### config.mk
export PLATFORM = sky130hd
export DESIGN_NAME = accelerometer_net_zero_filter
export DESIGN_NICKNAME = d
export VERILOG_FILES = /design/src/sv/nzf_pkg.sv /design/src/sv/accelerometer_net_zero_filter.sv /design/src/sv/nzf_sqr.sv /design/src/sv/nzf_sqrt.sv /design/src/sv/nzf_damp.sv
export SDC_FILE = /design/constraint.sdc
export NUM_CORES = 2
export LEC_CHECK = 0
export BUFFER_PORTS_ARGS = -buffer_cell sky130_fd_sc_hd__clkbuf_2
export CORE_AREA = 2 2 288 290
export CTS_CLUSTER_DIAMETER = 60
export DETAILED_ROUTE_END_ITERATION = 10
export DIE_AREA = 0 0 290 292
export GPL_ROUTABILITY_DRIVEN = 0
export PLACE_DENSITY = 0.71
export RECOVER_POWER = 100
export SLEW_MARGIN = 20
export SYNTH_ARGS = -nofsm -noshare
export SYNTH_HDL_FRONTEND = slang
export SYNTH_SLANG_ARGS = --single-unit
### constraint.sdc
create_clock -name clk -period 6.55 [get_ports clk]
set_clock_uncertainty 0.15 [all_clocks]
set_input_delay 1.31 -clock clk [delete_from_list [all_inputs] [get_ports clk]]
set_output_delay 1.31 -clock clk [all_outputs]
set_load 0.01 [all_outputs]
### src/sv/nzf_pkg.sv
// ----------------------------------------------------------------------------
// nzf_pkg: shared types, constants and helpers of the net-zero filter
// Widths, register indexes, reset values and saturation helpers.
// ----------------------------------------------------------------------------
package nzf_pkg;

  localparam int SAMPLE_W   = 16;
  localparam int SUM_W      = 24;
  localparam int CNT_W      = 10;
  localparam int THR_W      = 15;
  localparam int TMO_W      = 10;
  localparam int CFG_IDX_W  = 3;
  localparam int CFG_DATA_W = 15;

  // Log / power datapath
  localparam int MANT_W   = 31;                 // Q30 mantissa in [1,2)
  localparam int FRAC_W   = 16;                 // log fraction bits
  localparam int EXP_W    = 5;                  // log integer part
  localparam int LOG_W    = EXP_W + FRAC_W;
  localparam int E_W      = 27;                 // weighted log sum
  localparam int ROOT_W   = 32;
  localparam int RAD_W    = 2 * ROOT_W;
  localparam int CORR_W   = 20;
  localparam int DIV_REM_W = 7;
  localparam int ITER_W   = 5;

  localparam logic [DIV_REM_W:0] LOG_DIVISOR = 8'd100;
  localparam logic [E_W-1:0]     LOG_ROUND   = 27'd50;

  // Register indexes
  localparam logic [CFG_IDX_W-1:0] CFG_MOTION_THR = 3'd0;
  localparam logic [CFG_IDX_W-1:0] CFG_ZERO_THR   = 3'd1;
  localparam logic [CFG_IDX_W-1:0] CFG_DAMP_STEP  = 3'd2;
  localparam logic [CFG_IDX_W-1:0] CFG_QUIET_TMO  = 3'd3;
  localparam logic [CFG_IDX_W-1:0] CFG_BACKOFF    = 3'd4;

  // Reset values
  localparam logic [THR_W-1:0] RST_MOTION_THR = 15'd82;
  localparam logic [THR_W-1:0] RST_ZERO_THR   = 15'd82;
  localparam logic [THR_W-1:0] RST_DAMP_STEP  = 15'd82;
  localparam logic [TMO_W-1:0] RST_QUIET_TMO  = 10'd50;
  localparam logic [TMO_W-1:0] RST_BACKOFF    = 10'd40;

  typedef enum logic [1:0] {
    ST_IDLE,
    ST_EVAL,
    ST_DAMP,
    ST_OUT
  } nzf_state_t;

  typedef enum logic [3:0] {
    D_IDLE,
    D_NORM,
    D_SQ_GO,
    D_SQ_WAIT,
    D_ACC,
    D_DIV,
    D_RT_GO,
    D_RT_WAIT,
    D_FIN,
    D_DONE
  } damp_state_t;

  // Saturate a widened sum back to SUM_W bits
  function automatic logic signed [SUM_W-1:0] sat_sum(input logic signed [SUM_W:0] v);
    logic signed [SUM_W-1:0] r;
    r = v[SUM_W-1:0];
    if (v[SUM_W] != v[SUM_W-1]) begin
      r = v[SUM_W] ? {1'b1, {(SUM_W-1){1'b0}}} : {1'b0, {(SUM_W-1){1'b1}}};
    end
    return r;
  endfunction

  // Saturate to the 16 bit output range
  function automatic logic signed [SAMPLE_W-1:0] sat16(input logic signed [SUM_W+1:0] v);
    logic signed [SAMPLE_W-1:0] r;
    r = v[SAMPLE_W-1:0];
    if (v > 26'sd32767) begin
      r = 16'sh7FFF;
    end else if (v < -26'sd32768) begin
      r = 16'sh8000;
    end
    return r;
  endfunction

  // Index of the highest set bit
  function automatic logic [EXP_W-1:0] top_index(input logic [SUM_W-1:0] v);
    logic [EXP_W-1:0] idx;
    idx = '0;
    for (int i = 0; i < SUM_W; i++) begin
      if (v[i]) idx = EXP_W'(i);
    end
    return idx;
  endfunction

endpackage

### src/sv/accelerometer_net_zero_filter.sv
// ----------------------------------------------------------------------------
// accelerometer_net_zero_filter: net-zero correction of accelerometer samples
// Keeps a saturating running sum and two tick counters; clears the residual
// near zero and otherwise damps the sum after a quiet timeout.
// ----------------------------------------------------------------------------
// Channel   Direction  Payload
// in_       request    tdata[15:0] sample (signed Q3.12)
// out_      result     tdata[15:0] filtered (signed Q3.12)
// cfg_      write      idx[2:0] register, data[14:0] value
//
// A sample without damping passes through ST_EVAL and ST_OUT to the output register.
// A damping tick with a nonzero sum runs the bit-serial squarer (two logs of
// 16 squarings), a serial division by 100 and the serial root (16 roots).
// One sample is in work at a time; in_tready rises once the result sits in
// the output register, which holds it while out_tready is low.
// Reset restores the register defaults and clears the sum and counters.
// ----------------------------------------------------------------------------
module accelerometer_net_zero_filter import nzf_pkg::*; (
  input  logic                  clk,
  input  logic                  rst_n,
  input  logic                  in_tvalid,
  output logic                  in_tready,
  input  logic [SAMPLE_W-1:0]   in_tdata,    // [15:0] sample
  output logic                  out_tvalid,
  input  logic                  out_tready,
  output logic [SAMPLE_W-1:0]   out_tdata,   // [15:0] filtered
  input  logic                  cfg_we,
  input  logic [CFG_IDX_W-1:0]  cfg_idx,
  input  logic [CFG_DATA_W-1:0] cfg_data
);

  nzf_state_t st_r, st_nxt;
  logic [THR_W-1:0] mth_r, zth_r, dstep_r;
  logic [TMO_W-1:0] qt_r, bo_r;

  logic signed [SAMPLE_W-1:0] sample_r, sample_nxt;
  logic signed [SUM_W-1:0]    sum_r, sum_nxt;
  logic [CNT_W-1:0]           tsm_r, tsm_nxt, tsc_r, tsc_nxt;
  logic signed [SAMPLE_W-1:0] res_r, res_nxt;
  logic [SAMPLE_W-1:0]        out_r, out_nxt;
  logic                       ov_r, ov_nxt;

  logic signed [SAMPLE_W-1:0] a;
  logic [SAMPLE_W:0]          mag_a;
  logic [SUM_W-1:0]           mag_s;
  logic                       zero_hit, quiet;
  logic                       damp_start, damp_done;
  logic [CORR_W-1:0]          corr;
  logic signed [CORR_W:0]     corr_s;

  nzf_damp u_damp (
    .clk   (clk),
    .rst_n (rst_n),
    .start (damp_start),
    .mag   (mag_s),
    .step  (dstep_r),
    .done  (damp_done),
    .corr  (corr)
  );

  assign a        = $signed(in_tdata);
  assign mag_a    = a[SAMPLE_W-1] ? (~{1'b1, a} + 1'b1) : {1'b0, a};
  assign mag_s    = sum_r[SUM_W-1] ? (~sum_r + 1'b1) : sum_r;
  assign zero_hit = (mag_s < SUM_W'(zth_r));
  assign quiet    = (tsc_r > qt_r) || (tsm_r > qt_r);
  assign corr_s   = sum_r[SUM_W-1] ? -$signed({1'b0, corr}) : $signed({1'b0, corr});

  // Configuration registers
  always_ff @(posedge clk) begin
    if (!rst_n) begin
      mth_r   <= RST_MOTION_THR;
      zth_r   <= RST_ZERO_THR;
      dstep_r <= RST_DAMP_STEP;
      qt_r    <= RST_QUIET_TMO;
      bo_r    <= RST_BACKOFF;
    end else if (cfg_we) begin
      case (cfg_idx)
        CFG_MOTION_THR: mth_r   <= cfg_data;
        CFG_ZERO_THR:   zth_r   <= cfg_data;
        CFG_DAMP_STEP:  dstep_r <= cfg_data;
        CFG_QUIET_TMO:  qt_r    <= cfg_data[TMO_W-1:0];
        CFG_BACKOFF:    bo_r    <= cfg_data[TMO_W-1:0];
        default: ;
      endcase
    end
  end

  // State, filter state and output register
  always_ff @(posedge clk) begin
    if (!rst_n) begin
      st_r  <= ST_IDLE;
      sum_r <= '0;
      tsm_r <= '0;
      tsc_r <= '0;
      ov_r  <= 1'b0;
    end else begin
      st_r  <= st_nxt;
      sum_r <= sum_nxt;
      tsm_r <= tsm_nxt;
      tsc_r <= tsc_nxt;
      ov_r  <= ov_nxt;
    end
    sample_r <= sample_nxt;
    res_r    <= res_nxt;
    out_r    <= out_nxt;
  end

  // Next state
  always_comb begin
    st_nxt     = st_r;
    sample_nxt = sample_r;
    sum_nxt    = sum_r;
    tsm_nxt    = tsm_r;
    tsc_nxt    = tsc_r;
    res_nxt    = res_r;
    out_nxt    = out_r;
    ov_nxt     = ov_r;
    damp_start = 1'b0;
    in_tready  = 1'b0;

    // Drop the output once taken
    if (ov_r && out_tready) begin
      ov_nxt = 1'b0;
    end

    case (st_r)
      // Take a sample: advance counters and the running sum
      ST_IDLE: begin
        in_tready = 1'b1;
        if (in_tvalid) begin
          sample_nxt = a;
          tsm_nxt    = (tsm_r == '1) ? tsm_r : tsm_r + 1'b1;
          tsc_nxt    = (tsc_r == '1) ? tsc_r : tsc_r + 1'b1;
          if (mag_a >= (SAMPLE_W+1)'(mth_r)) begin
            tsm_nxt = '0;
          end
          sum_nxt = sat_sum($signed({sum_r[SUM_W-1], sum_r}) + (SUM_W+1)'(a));
          st_nxt  = ST_EVAL;
        end
      end
      // Remove the residual, start damping or pass the sample
      ST_EVAL: begin
        if (zero_hit) begin
          res_nxt = sat16((SUM_W+2)'(sample_r) - (SUM_W+2)'(sum_r));
          sum_nxt = '0;
          tsc_nxt = '0;
          st_nxt  = ST_OUT;
        end else if (quiet) begin
          damp_start = 1'b1;
          st_nxt     = ST_DAMP;
        end else begin
          res_nxt = sample_r;
          st_nxt  = ST_OUT;
        end
      end
      // Apply the damping term
      ST_DAMP: begin
        if (damp_done) begin
          res_nxt = sat16((SUM_W+2)'(sample_r) - (SUM_W+2)'(corr_s));
          sum_nxt = sat_sum((SUM_W+1)'(sum_r) - (SUM_W+1)'(corr_s));
          tsc_nxt = bo_r;
          st_nxt  = ST_OUT;
        end
      end
      // Hold until the output register is free
      ST_OUT: begin
        if (!ov_r || out_tready) begin
          out_nxt = res_r;
          ov_nxt  = 1'b1;
          st_nxt  = ST_IDLE;
        end
      end
      default: begin
        st_nxt = ST_IDLE;
      end
    endcase
  end

  assign out_tvalid = ov_r;
  assign out_tdata  = out_r;

  // A damping result only arrives while waiting for one
  a_damp_done: assert property (@(posedge clk) disable iff (!rst_n)
    damp_done |-> st_r == ST_DAMP)
    else $error("damping result outside damping state");

  // A residual removal clears the sum and the correction counter
  a_zero_clear: assert property (@(posedge clk) disable iff (!rst_n)
    (st_r == ST_EVAL && zero_hit) |=> (sum_r == '0 && tsc_r == '0))
    else $error("residual removal did not clear state");

  // An accepted sample is evaluated in the next cycle
  a_accept_eval: assert property (@(posedge clk) disable iff (!rst_n)
    (in_tvalid && in_tready) |=> st_r == ST_EVAL)
    else $error("accepted sample not evaluated");

  // A result is loaded only when the output register is free or drained
  a_no_overwrite: assert property (@(posedge clk) disable iff (!rst_n)
    (st_r == ST_OUT && ov_r && !out_tready) |=> (ov_r && $stable(out_r)))
    else $error("pending result overwritten");

endmodule

### src/sv/nzf_sqr.sv
// ----------------------------------------------------------------------------
// nzf_sqr: bit-serial squarer
// Shift-and-add multiply of the mantissa by itself, one bit per cycle.
// ----------------------------------------------------------------------------
module nzf_sqr import nzf_pkg::*; (
  input  logic                  clk,
  input  logic                  rst_n,
  input  logic                  start,
  input  logic [MANT_W-1:0]     op,
  output logic                  done,
  output logic [2*MANT_W-1:0]   prod
);

  logic [MANT_W-1:0] mc_r, mp_r, lo_r;
  logic [MANT_W:0]   hi_r;
  logic [ITER_W-1:0] cnt_r;
  logic              busy_r, done_r;
  logic [MANT_W+1:0] add;

  // Add the multiplicand when the current multiplier bit is set
  assign add = {1'b0, hi_r} + (mp_r[0] ? {2'b00, mc_r} : '0);

  // Control
  always_ff @(posedge clk) begin
    if (!rst_n) begin
      busy_r <= 1'b0;
      done_r <= 1'b0;
      cnt_r  <= '0;
    end else begin
      done_r <= 1'b0;
      if (start) begin
        busy_r <= 1'b1;
        cnt_r  <= '0;
      end else if (busy_r && cnt_r == ITER_W'(MANT_W - 1)) begin
        busy_r <= 1'b0;
        done_r <= 1'b1;
      end else if (busy_r) begin
        cnt_r <= cnt_r + 1'b1;
      end
    end
  end

  // Datapath: shift the partial product right one bit per cycle
  always_ff @(posedge clk) begin
    if (start) begin
      mc_r <= op;
      mp_r <= op;
      hi_r <= '0;
      lo_r <= '0;
    end else if (busy_r) begin
      hi_r <= add[MANT_W+1:1];
      lo_r <= {add[0], lo_r[MANT_W-1:1]};
      mp_r <= {1'b0, mp_r[MANT_W-1:1]};
    end
  end

  assign done = done_r;
  assign prod = {hi_r[MANT_W-1:0], lo_r};

endmodule

### src/sv/nzf_sqrt.sv
// ----------------------------------------------------------------------------
// nzf_sqrt: digit-serial integer square root
// Restoring root, two radicand bits per cycle, one root bit per cycle.
// ----------------------------------------------------------------------------
module nzf_sqrt import nzf_pkg::*; (
  input  logic               clk,
  input  logic               rst_n,
  input  logic               start,
  input  logic [RAD_W-1:0]   rad,
  output logic               done,
  output logic [ROOT_W-1:0]  root
);

  logic [RAD_W-1:0]  rad_r;
  logic [ROOT_W+3:0] rem_r;
  logic [ROOT_W-1:0] q_r;
  logic [ITER_W-1:0] cnt_r;
  logic              busy_r, done_r;
  logic [ROOT_W+3:0] t, trial;
  logic              ge;

  // Bring down two bits and try the next root bit
  assign t     = {rem_r[ROOT_W+1:0], rad_r[RAD_W-1:RAD_W-2]};
  assign trial = {2'b00, q_r, 2'b01};
  assign ge    = (t >= trial);

  // Control
  always_ff @(posedge clk) begin
    if (!rst_n) begin
      busy_r <= 1'b0;
      done_r <= 1'b0;
      cnt_r  <= '0;
    end else begin
      done_r <= 1'b0;
      if (start) begin
        busy_r <= 1'b1;
        cnt_r  <= '0;
      end else if (busy_r && cnt_r == ITER_W'(ROOT_W - 1)) begin
        busy_r <= 1'b0;
        done_r <= 1'b1;
      end else if (busy_r) begin
        cnt_r <= cnt_r + 1'b1;
      end
    end
  end

  // Datapath
  always_ff @(posedge clk) begin
    if (start) begin
      rad_r <= rad;
      rem_r <= '0;
      q_r   <= '0;
    end else if (busy_r) begin
      rad_r <= {rad_r[RAD_W-3:0], 2'b00};
      rem_r <= ge ? (t - trial) : t;
      q_r   <= {q_r[ROOT_W-2:0], ge};
    end
  end

  assign done = done_r;
  assign root = q_r;

endmodule

### src/sv/nzf_damp.sv
// ----------------------------------------------------------------------------
// nzf_damp: damping term sequencer
// corr = round(step * (mag/step)^0.33) via log2, weighted sum, serial /100
// and a chain of square roots for the fractional power of two.
// ----------------------------------------------------------------------------
module nzf_damp import nzf_pkg::*; (
  input  logic              clk,
  input  logic              rst_n,
  input  logic              start,
  input  logic [SUM_W-1:0]  mag,
  input  logic [THR_W-1:0]  step,
  output logic              done,
  output logic [CORR_W-1:0] corr
);

  damp_state_t st_r, st_nxt;
  logic [SUM_W-1:0]     v_r, v_nxt, mag_r, mag_nxt;
  logic                 second_r, second_nxt;
  logic [MANT_W-1:0]    m_r, m_nxt;
  logic [FRAC_W-1:0]    frac_r, frac_nxt;
  logic [EXP_W-1:0]     n_r, n_nxt, top;
  logic [ITER_W-1:0]    it_r, it_nxt;
  logic [E_W-1:0]       e_r, e_nxt;
  logic [DIV_REM_W-1:0] rem_r, rem_nxt;
  logic [ROOT_W-1:0]    r_r, r_nxt;
  logic [3:0]           k_r, k_nxt;
  logic [CORR_W-1:0]    corr_r, corr_nxt;

  logic                 sqr_start, sqr_done, rt_start, rt_done;
  logic [2*MANT_W-1:0]  prod;
  logic [ROOT_W-1:0]    root;
  logic [RAD_W-1:0]     rad;
  logic [ROOT_W:0]      rr;
  logic [LOG_W-1:0]     lg;
  logic [E_W-1:0]       wlog;
  logic [DIV_REM_W:0]   dt;
  logic [RAD_W-1:0]     shifted;

  nzf_sqr u_sqr (
    .clk   (clk),
    .rst_n (rst_n),
    .start (sqr_start),
    .op    (m_r),
    .done  (sqr_done),
    .prod  (prod)
  );

  nzf_sqrt u_sqrt (
    .clk   (clk),
    .rst_n (rst_n),
    .start (rt_start),
    .rad   (rad),
    .done  (rt_done),
    .root  (root)
  );

  assign top  = top_index(v_r);
  assign lg   = {n_r, frac_r};
  assign wlog = second_r ? ({1'b0, lg, 5'b0} + E_W'(lg))
                         : ({lg, 6'b0} + {5'b0, lg, 1'b0} + E_W'(lg));
  assign dt   = {rem_r, e_r[E_W-1]};
  assign rr   = e_r[k_r] ? {r_r, 1'b0} : {1'b0, r_r};
  assign rad  = {1'b0, rr, 30'b0};
  assign shifted = ({{ROOT_W{1'b0}}, r_r} << e_r[LOG_W-1:FRAC_W]) + (RAD_W'(1) << 29);

  // State register and payload
  always_ff @(posedge clk) begin
    if (!rst_n) begin
      st_r <= D_IDLE;
    end else begin
      st_r <= st_nxt;
    end
    v_r      <= v_nxt;
    mag_r    <= mag_nxt;
    second_r <= second_nxt;
    m_r      <= m_nxt;
    frac_r   <= frac_nxt;
    n_r      <= n_nxt;
    it_r     <= it_nxt;
    e_r      <= e_nxt;
    rem_r    <= rem_nxt;
    r_r      <= r_nxt;
    k_r      <= k_nxt;
    corr_r   <= corr_nxt;
  end

  // Next state and outputs
  always_comb begin
    st_nxt     = st_r;
    v_nxt      = v_r;
    mag_nxt    = mag_r;
    second_nxt = second_r;
    m_nxt      = m_r;
    frac_nxt   = frac_r;
    n_nxt      = n_r;
    it_nxt     = it_r;
    e_nxt      = e_r;
    rem_nxt    = rem_r;
    r_nxt      = r_r;
    k_nxt      = k_r;
    corr_nxt   = corr_r;
    sqr_start  = 1'b0;
    rt_start   = 1'b0;
    done       = 1'b0;
    case (st_r)
      D_IDLE: begin
        if (start) begin
          mag_nxt    = mag;
          second_nxt = 1'b0;
          e_nxt      = LOG_ROUND;
          v_nxt      = (step == '0) ? SUM_W'(1) : SUM_W'(step);
          if (mag == '0) begin
            corr_nxt = '0;
            st_nxt   = D_DONE;
          end else begin
            st_nxt = D_NORM;
          end
        end
      end
      // Normalise to a Q30 mantissa
      D_NORM: begin
        n_nxt    = top;
        m_nxt    = MANT_W'(v_r) << (EXP_W'(MANT_W - 1) - top);
        frac_nxt = '0;
        it_nxt   = '0;
        st_nxt   = D_SQ_GO;
      end
      D_SQ_GO: begin
        sqr_start = 1'b1;
        st_nxt    = D_SQ_WAIT;
      end
      // Square, renormalise when the square reaches two
      D_SQ_WAIT: begin
        if (sqr_done) begin
          m_nxt    = prod[2*MANT_W-1] ? prod[2*MANT_W-1:MANT_W] : prod[2*MANT_W-2:MANT_W-1];
          frac_nxt = {frac_r[FRAC_W-2:0], prod[2*MANT_W-1]};
          it_nxt   = it_r + 1'b1;
          st_nxt   = (it_r == ITER_W'(FRAC_W - 1)) ? D_ACC : D_SQ_GO;
        end
      end
      // Weight the log: 67 for the step, 33 for the magnitude
      D_ACC: begin
        e_nxt = e_r + wlog;
        if (!second_r) begin
          second_nxt = 1'b1;
          v_nxt      = mag_r;
          st_nxt     = D_NORM;
        end else begin
          rem_nxt = '0;
          it_nxt  = '0;
          st_nxt  = D_DIV;
        end
      end
      // Restoring division by 100, one quotient bit per cycle
      D_DIV: begin
        if (dt >= LOG_DIVISOR) begin
          rem_nxt = DIV_REM_W'(dt - LOG_DIVISOR);
        end else begin
          rem_nxt = dt[DIV_REM_W-1:0];
        end
        e_nxt  = {e_r[E_W-2:0], (dt >= LOG_DIVISOR)};
        it_nxt = it_r + 1'b1;
        if (it_r == ITER_W'(E_W - 1)) begin
          r_nxt  = ROOT_W'(1) << 30;
          k_nxt  = '0;
          st_nxt = D_RT_GO;
        end
      end
      D_RT_GO: begin
        rt_start = 1'b1;
        st_nxt   = D_RT_WAIT;
      end
      // Fractional power of two, least significant bit first
      D_RT_WAIT: begin
        if (rt_done) begin
          r_nxt  = root;
          k_nxt  = k_r + 1'b1;
          st_nxt = (k_r == 4'(FRAC_W - 1)) ? D_FIN : D_RT_GO;
        end
      end
      // Scale by the integer part and round half up
      D_FIN: begin
        corr_nxt = shifted[30+CORR_W-1:30];
        st_nxt   = D_DONE;
      end
      D_DONE: begin
        done   = 1'b1;
        st_nxt = D_IDLE;
      end
      default: begin
        st_nxt = D_IDLE;
      end
    endcase
  end

  assign corr = corr_r;

endmodule

======== Word level (Yosys, flattened, before mapping) ========
Index checks and enable logic that the tools add are counted.
W data, S select, Z words.
storage, ports and cells
  register bits ........................... 599
  bits of input ports ..................... 39
  output and inout bits ................... 18
  word-level logic and storage cells ...... 287
operators by class
  $add $sub $neg .......................... 22
  $lt $le $gt $ge ......................... 11
  equality and inequality tests ........... 39
  shift-type cells ........................ 2
  mux-type cells .......................... 118
  bitwise logic cells ..................... 5
  reduce and logical (&&, ||, !) cells .... 50
operators with widths
  cell                      number
  $mux W24                  10
  $mux W31                  5
  $mux W16                  8
  $mux W63                  2
  $pmux W27 S3              1
  $pmux W24 S3              1
  $mux W32                  2
  $mux W4                   16
  $pmux W16 S2              2
  $pmux W32 S2              1
  $pmux W31 S2              1
  $mux W10                  6
  $mux W27                  2
  $add A50 B30 Y50 const B  1
  $mux W5                   10
  $shl A32 B5 Y50           1
  $pmux W24 S2              1
  $mux W20                  2
  $pmux W20 S2              1
  $ge A36 B34 Y1            1
  $pmux W4 S9               1
  $mux W34                  1
  $sub A34 B34 Y34          1
  $add A32 B33 Y33          1
  76 further kinds          169

======== Logic depth before layout (Yosys ltp) ========
  depth in word-level cells ............... 26
  depth in mapped cells ................... 27

======== Modules after synthesis ========
From an unflattened synthesis, not the netlist that was laid out.
second synthesis, totals
  cells, all modules ...................... 4,763
  area, all modules ....................... 44,961.9 sq um
modules (own cells, without submodules)
  module                         times used  cells an instance  area an instance (sq um)  sequential area each (sq um)
  nzf_damp                       1           1,609              16,390.7                  5,965.7
  accelerometer_net_zero_filter  1           1,756              14,088.5                  3,683.5
  nzf_sqrt                       1           751                7,653.6                   3,383.2
  nzf_sqr                        1           647                6,829.0                   3,263.1

======== Worst setup path before layout ========
Ideal clock, no wire load.
  path type ............................... flip-flop to flip-flop
  start point ............................. register sum_r[3]
  end point ............................... register u_damp.e_r[0] (enable)
  setup time .............................. 0.368 ns
  data arrival time ....................... 4.654 ns
  required time ........................... 6.032 ns
  slack ................................... 1.378 ns
  cell stages (with the launch flop) ...... 15
  clock period less this slack ............ 5.172 ns
  cell sequence ........................... dfxtp_1 > or4_4 > or2_1 > or3_1 > o31ai_1 > xnor2_1 > ha_1 > nand2_1 > nor3_1 > o211ai_1 > and3_1 > nor2_1 > nand2_1 > nor2_1 > or2_2
on the way
  word-level cells in the longest chain between the ends .. 8
RTL lines
  element                      line                                  text
  start, declared              accelerometer_net_zero_filter.sv:37   logic signed [SUM_W-1:0] sum_r, sum_nxt;
  start signal, assigned       accelerometer_net_zero_filter.sv:98   sum_r <= sum_nxt;
  $not A24 Y24                 accelerometer_net_zero_filter.sv:63   assign mag_s = sum_r[SUM_W-1] ? (~sum_r + 1'b1) : sum_r;
  $add A24 B1 Y24              accelerometer_net_zero_filter.sv:63
  $mux W24                     accelerometer_net_zero_filter.sv:63
  net mag_s[14]                accelerometer_net_zero_filter.sv:45   logic [SUM_W-1:0] mag_s;
  $lt A24 B15 Y1               accelerometer_net_zero_filter.sv:64   assign zero_hit = (mag_s < SUM_W'(zth_r));
  $mux W1                      accelerometer_net_zero_filter.sv:143  if (zero_hit) begin
  $mux W1                      accelerometer_net_zero_filter.sv:126  case (st_r)
  $ne A2 B2 Y1 (no line)       -
  $reduce_and A2 Y1 (no line)  -
  end signal, assigned         nzf_damp.sv:80                        e_r <= e_nxt;
  end, declared                nzf_damp.sv:23                        logic [E_W-1:0] e_r, e_nxt;
The timed path passes the listed nets, and every way through them passes these cells.
A chain may end at the register's enable or synchronous reset.

======== Final worst setup path ========
  start point ............................. register sum_r[4]
  end point ............................... register res_r[1] (enable)
on the way
  word-level cells in the longest chain between the ends .. 6
RTL lines
  element                      line                                  text
  $not A24 Y24                 accelerometer_net_zero_filter.sv:63
  $add A24 B1 Y24              accelerometer_net_zero_filter.sv:63
  $mux W24                     accelerometer_net_zero_filter.sv:63
  net mag_s[9]                 accelerometer_net_zero_filter.sv:45
  $lt A24 B15 Y1               accelerometer_net_zero_filter.sv:64
  $ne A3 B3 Y1 (no line)       -
  $reduce_and A3 Y1 (no line)  -
  end signal, assigned         accelerometer_net_zero_filter.sv:104  res_r <= res_nxt;
  end, declared                accelerometer_net_zero_filter.sv:39   logic signed [SAMPLE_W-1:0] res_r, res_nxt;
The timed path passes the listed nets, and every way through them passes these cells.

==> run summary <==
Status = complete, but fails checks
Failing checks = capacitance limit, slew limit
Sw Share = 0.430
Worst-path clk slew = 60 ps
Largest family of logic cells by synthesized area = compound AO/OA/AOI/OAI gates
DRC viols = 0
Mux contribution to synthesized area = 0.0816
Setup TNS = 0 ps
Combinational Power Share = 0.507
Largest net degree at the start of global routing = 91
Final ANT Viol Nets = 0
DR iter-0 viols = 3144
Cell Area, Synth = 0.0405 mm²
Post-route minimum period = 5930 ps
DR vias/cell = 5.99
Core area = 0.0816 mm²
Max Cap Viol = 15
Endpoints failing hold = 0
Finished Cell Area = 0.0440 mm²
Die width = 290 µm
CTS H-Tree Depth = 3
Port buffer count = 56
DR pass1 iterations = 6
Post-Synthesis Cells = 4490
Int Pwr = 11100 µW
Io pins = 57
Critical Path AT = 6020 ps
CP max FO = 16
Hold_buf cts = 0
Hold Path Origin = res_r[1]$_DFFE_PP_
Max Root-Sink Buffers = 3
Synth Area in Simple Gates = 0.165
Part of the power in registers = 0.284
Worst vdd ir = 0.237 mV
Reg2Reg Setup Slack = 620 ps
HPWL Detailed = 78.3 mm
Clock network power share = 0.209
Asr flop ratio synth = 0
Seq/Total Area, Yosys = 0.365
Num CTS Buffers = 73
Synth cell types = 101
Final core occ = 0.539
Synthesized-area fraction occupied by adder cells = 0.104
Synth Flop Type = edfxtp_1
Cells on Worst Hold Path = 0
PwrDens = 443 mW/mm²
WS Path Type = register to register
Max-slew violations = 514
Warnings, synthesis = 0
Sw power = 8370 µW
Static Leak = 0.0171 µW
Cells on worst reg2reg path = 17
Post-CTS Setup Repair Bufs = 0
Via count = 33648
Relative slew slack = -1.15
Clock tree sinks = 569
Post-Synth XOR/XNOR Area = 0.0584
Crit path required time = 6640 ps
Mapped Nets = 4852
Compound-Gate Fraction of Synth Area = 0.184
Row count = 105
Layout cells sized above 1 = 0.0616
CTS tree = built
Hold Crit Class = register to register
# setup viols final = 0
Crit. End Element = register
Initial antenna violation count = 3
Clk_lat worst skew = 640 ps
Initial cell density of the core = 0.496
Tcrit/Tclk final = 0.905
Die height = 292 µm
Area grow syn2layout = 8.61%
Drt total wl = 107 mm
F_max = 0.169 GHz
Avg Cell Area, Syn = 9.01 µm²
DP Area = 0.0417 mm²
Clock root cell = clkbuf_16
GRT overflow = 0
Hold_ws = 265 ps
Number of global-route vias before repair = 31647
Hold endpoint = out_tdata[1]$_DFFE_PP_
Setup crit start kind = register
Layout Nets = 4844
Worst flop-to-flop path startpoint = sum_r[4]$_SDFFE_PN0P_
Cts repair resizes = 0
Die area = 0.0847 mm²
Number of synthesized flops with an enable pin = 339
Unrepaired setup endpoints after global routing = false
GRT Util Overall = 0.247
WL per Instance = 19.1 µm
Worst-Margin Slew = 3220 ps
First-pass GRT wire length = 171 mm
Reg2reg end = res_r[1]$_DFFE_PP_
Synth Register Bits = 569
Power, Total = 19500 µW
==> flip-flops by register name, summed over array words and instances, names as in the netlist, 27 cells and up <==
name	flops
u_damp.u_sqrt.root	32
u_damp.u_sqrt.rem_r	34
u_damp.m_r	31
u_damp.u_sqr.hi_r	32
u_damp.u_sqrt.rad_r	34
u_damp.r_r	32
u_damp.e_r	27
u_damp.u_sqr.mp_r	31
u_damp.u_sqr.mc_r	31
==> cell usage after synthesis (57+ instances only) <==
library cell / number / share of area
nand2_1: 568 / 0.053
nor2_1: 379 / 0.035
o21ai_0: 348 / 0.043
edfxtp_1: 339 / 0.25
a21oi_1: 336 / 0.042
ha_1: 300 / 0.093
dfxtp_1: 230 / 0.11
inv_1: 230 / 0.021
mux2i_1: 176 / 0.044
xnor2_1: 172 / 0.037
clkbuf_1: 151 / 0.014
xor2_1: 98 / 0.021
nand3_1: 93 / 0.012
a21o_1: 88 / 0.016
and3_1: 60 / 0.0093
o21a_1: 59 / 0.011
mux4_2: 57 / 0.032
==> how the worst max path moves through the flow <==
stage | to | startpoint | slack (ps) | depth (start not counted)
5_1_grt | u_damp.corr[19]$_SDFFCE_PN0P_ | u_damp.e_r[16]$_DFFE_PP_ | 260 | 12
3_3_place_gp | u_damp.e_r[26]$_DFFE_PP_ | u_damp.frac_r[7]$_SDFFCE_PN0P_ | 960 | 25
6_report | res_r[1]$_DFFE_PP_ | sum_r[4]$_SDFFE_PN0P_ | 620 | 17
3_5_place_dp | u_damp.e_r[26]$_DFFE_PP_ | u_damp.frac_r[1]$_SDFFCE_PN0P_ | 920 | 25
2_1_floorplan | u_damp.e_r[0]$_DFFE_PP_ | sum_r[3]$_SDFFE_PN0P_ | 1380 | 14
4_1_cts | u_damp.e_r[26]$_DFFE_PP_ | u_damp.frac_r[7]$_SDFFCE_PN0P_ | 900 | 25
==> metal layers <==
| metal | vias to the layer above | global-route usage | routed length (µm) |
|---|---|---|---|
| met5 | - | 0 | 38 |
| met1 | 16043 | 0.336 | 47500 |
| met3 | 218 | 0.0355 | 7160 |
| met2 | 1063 | 0.403 | 49200 |
| met4 | 6 | 0.0861 | 3490 |
| li1 | 16318 | - | - |
==> worst max-delay path, stage by stage, from the launching register on <==
cell      delay [ps]
dfxtp_1          430
or4_1            620
or2_2            340
o31ai_1          250
xnor2_1          230
ha_1             310
a21o_1           190
a21o_1           170
a21o_1           170
a21oi_1          120
o21ai_0          140
nor2_1           170
and3_1           180
clkbuf_1         650
nor2_1           150
and2_0           240
nor2_1           120
clkbuf_1         870
==> stage by stage <==
stage / instances / worst slack, ps
after global routing: 5612 / 258
final: 5613 / 622
after CTS: 5611 / 901
after floorplan: 4490 / 1380
after global placement: 5476 / 960
after detailed placement: 5476 / 921
==> final cells by class <==
| type | instances | area (µm²) |
|---|---|---|
| fill | 7376 | 37600 |
| multi-input combinational | 3501 | 24000 |
| sequential | 569 | 14800 |
| clock buffer | 99 | 2060 |
| tap | 1070 | 1340 |
| inverter | 236 | 886 |
| timing repair buffer | 101 | 482 |
| clock inverter | 36 | 388 |
| antenna | 1 | 2.50 |
==> power by group through the flow <==
stage               Combinational [µW]  Sequential (µW)  Clock [µW]
global placement                  9560             5550           0
floorplan                         7720             5210           0
finish                            9870             5530        4070
detailed placement                9710             5570           0
CTS                               9800             5500        4120
global route                     10900             5610        4280
==> cell usage in the layout (no fill, tap or decap), types with 57 or more instances in the layout <==
cell       count
and3_1        60
xnor2_1      170
nand2_1      569
mux4_2        57
nor2_1       379
inv_1        232
o21ai_0      352
a21oi_1      335
a21o_1        88
ha_1         300
dfxtp_1      229
o21a_1        59
xor2_1        98
clkbuf_16     75
edfxtp_1     339
nand3_1       92
clkbuf_1      74
mux2i_1      176
==> cell families (layout without fill, tap and decap cells) <==
family / after synthesis / in the layout
flip-flops: 569 / 569
multiplexers: 256 / 256
other: 0 / 1
AO/OA/AOI/OAI: 1199 / 1199
AND/OR/NAND/NOR: 1453 / 1453
buffers and inverters: 420 / 472
adder cells (fa/ha/maj): 323 / 323
XOR/XNOR: 270 / 270
(Power assumes the default switching activity.)
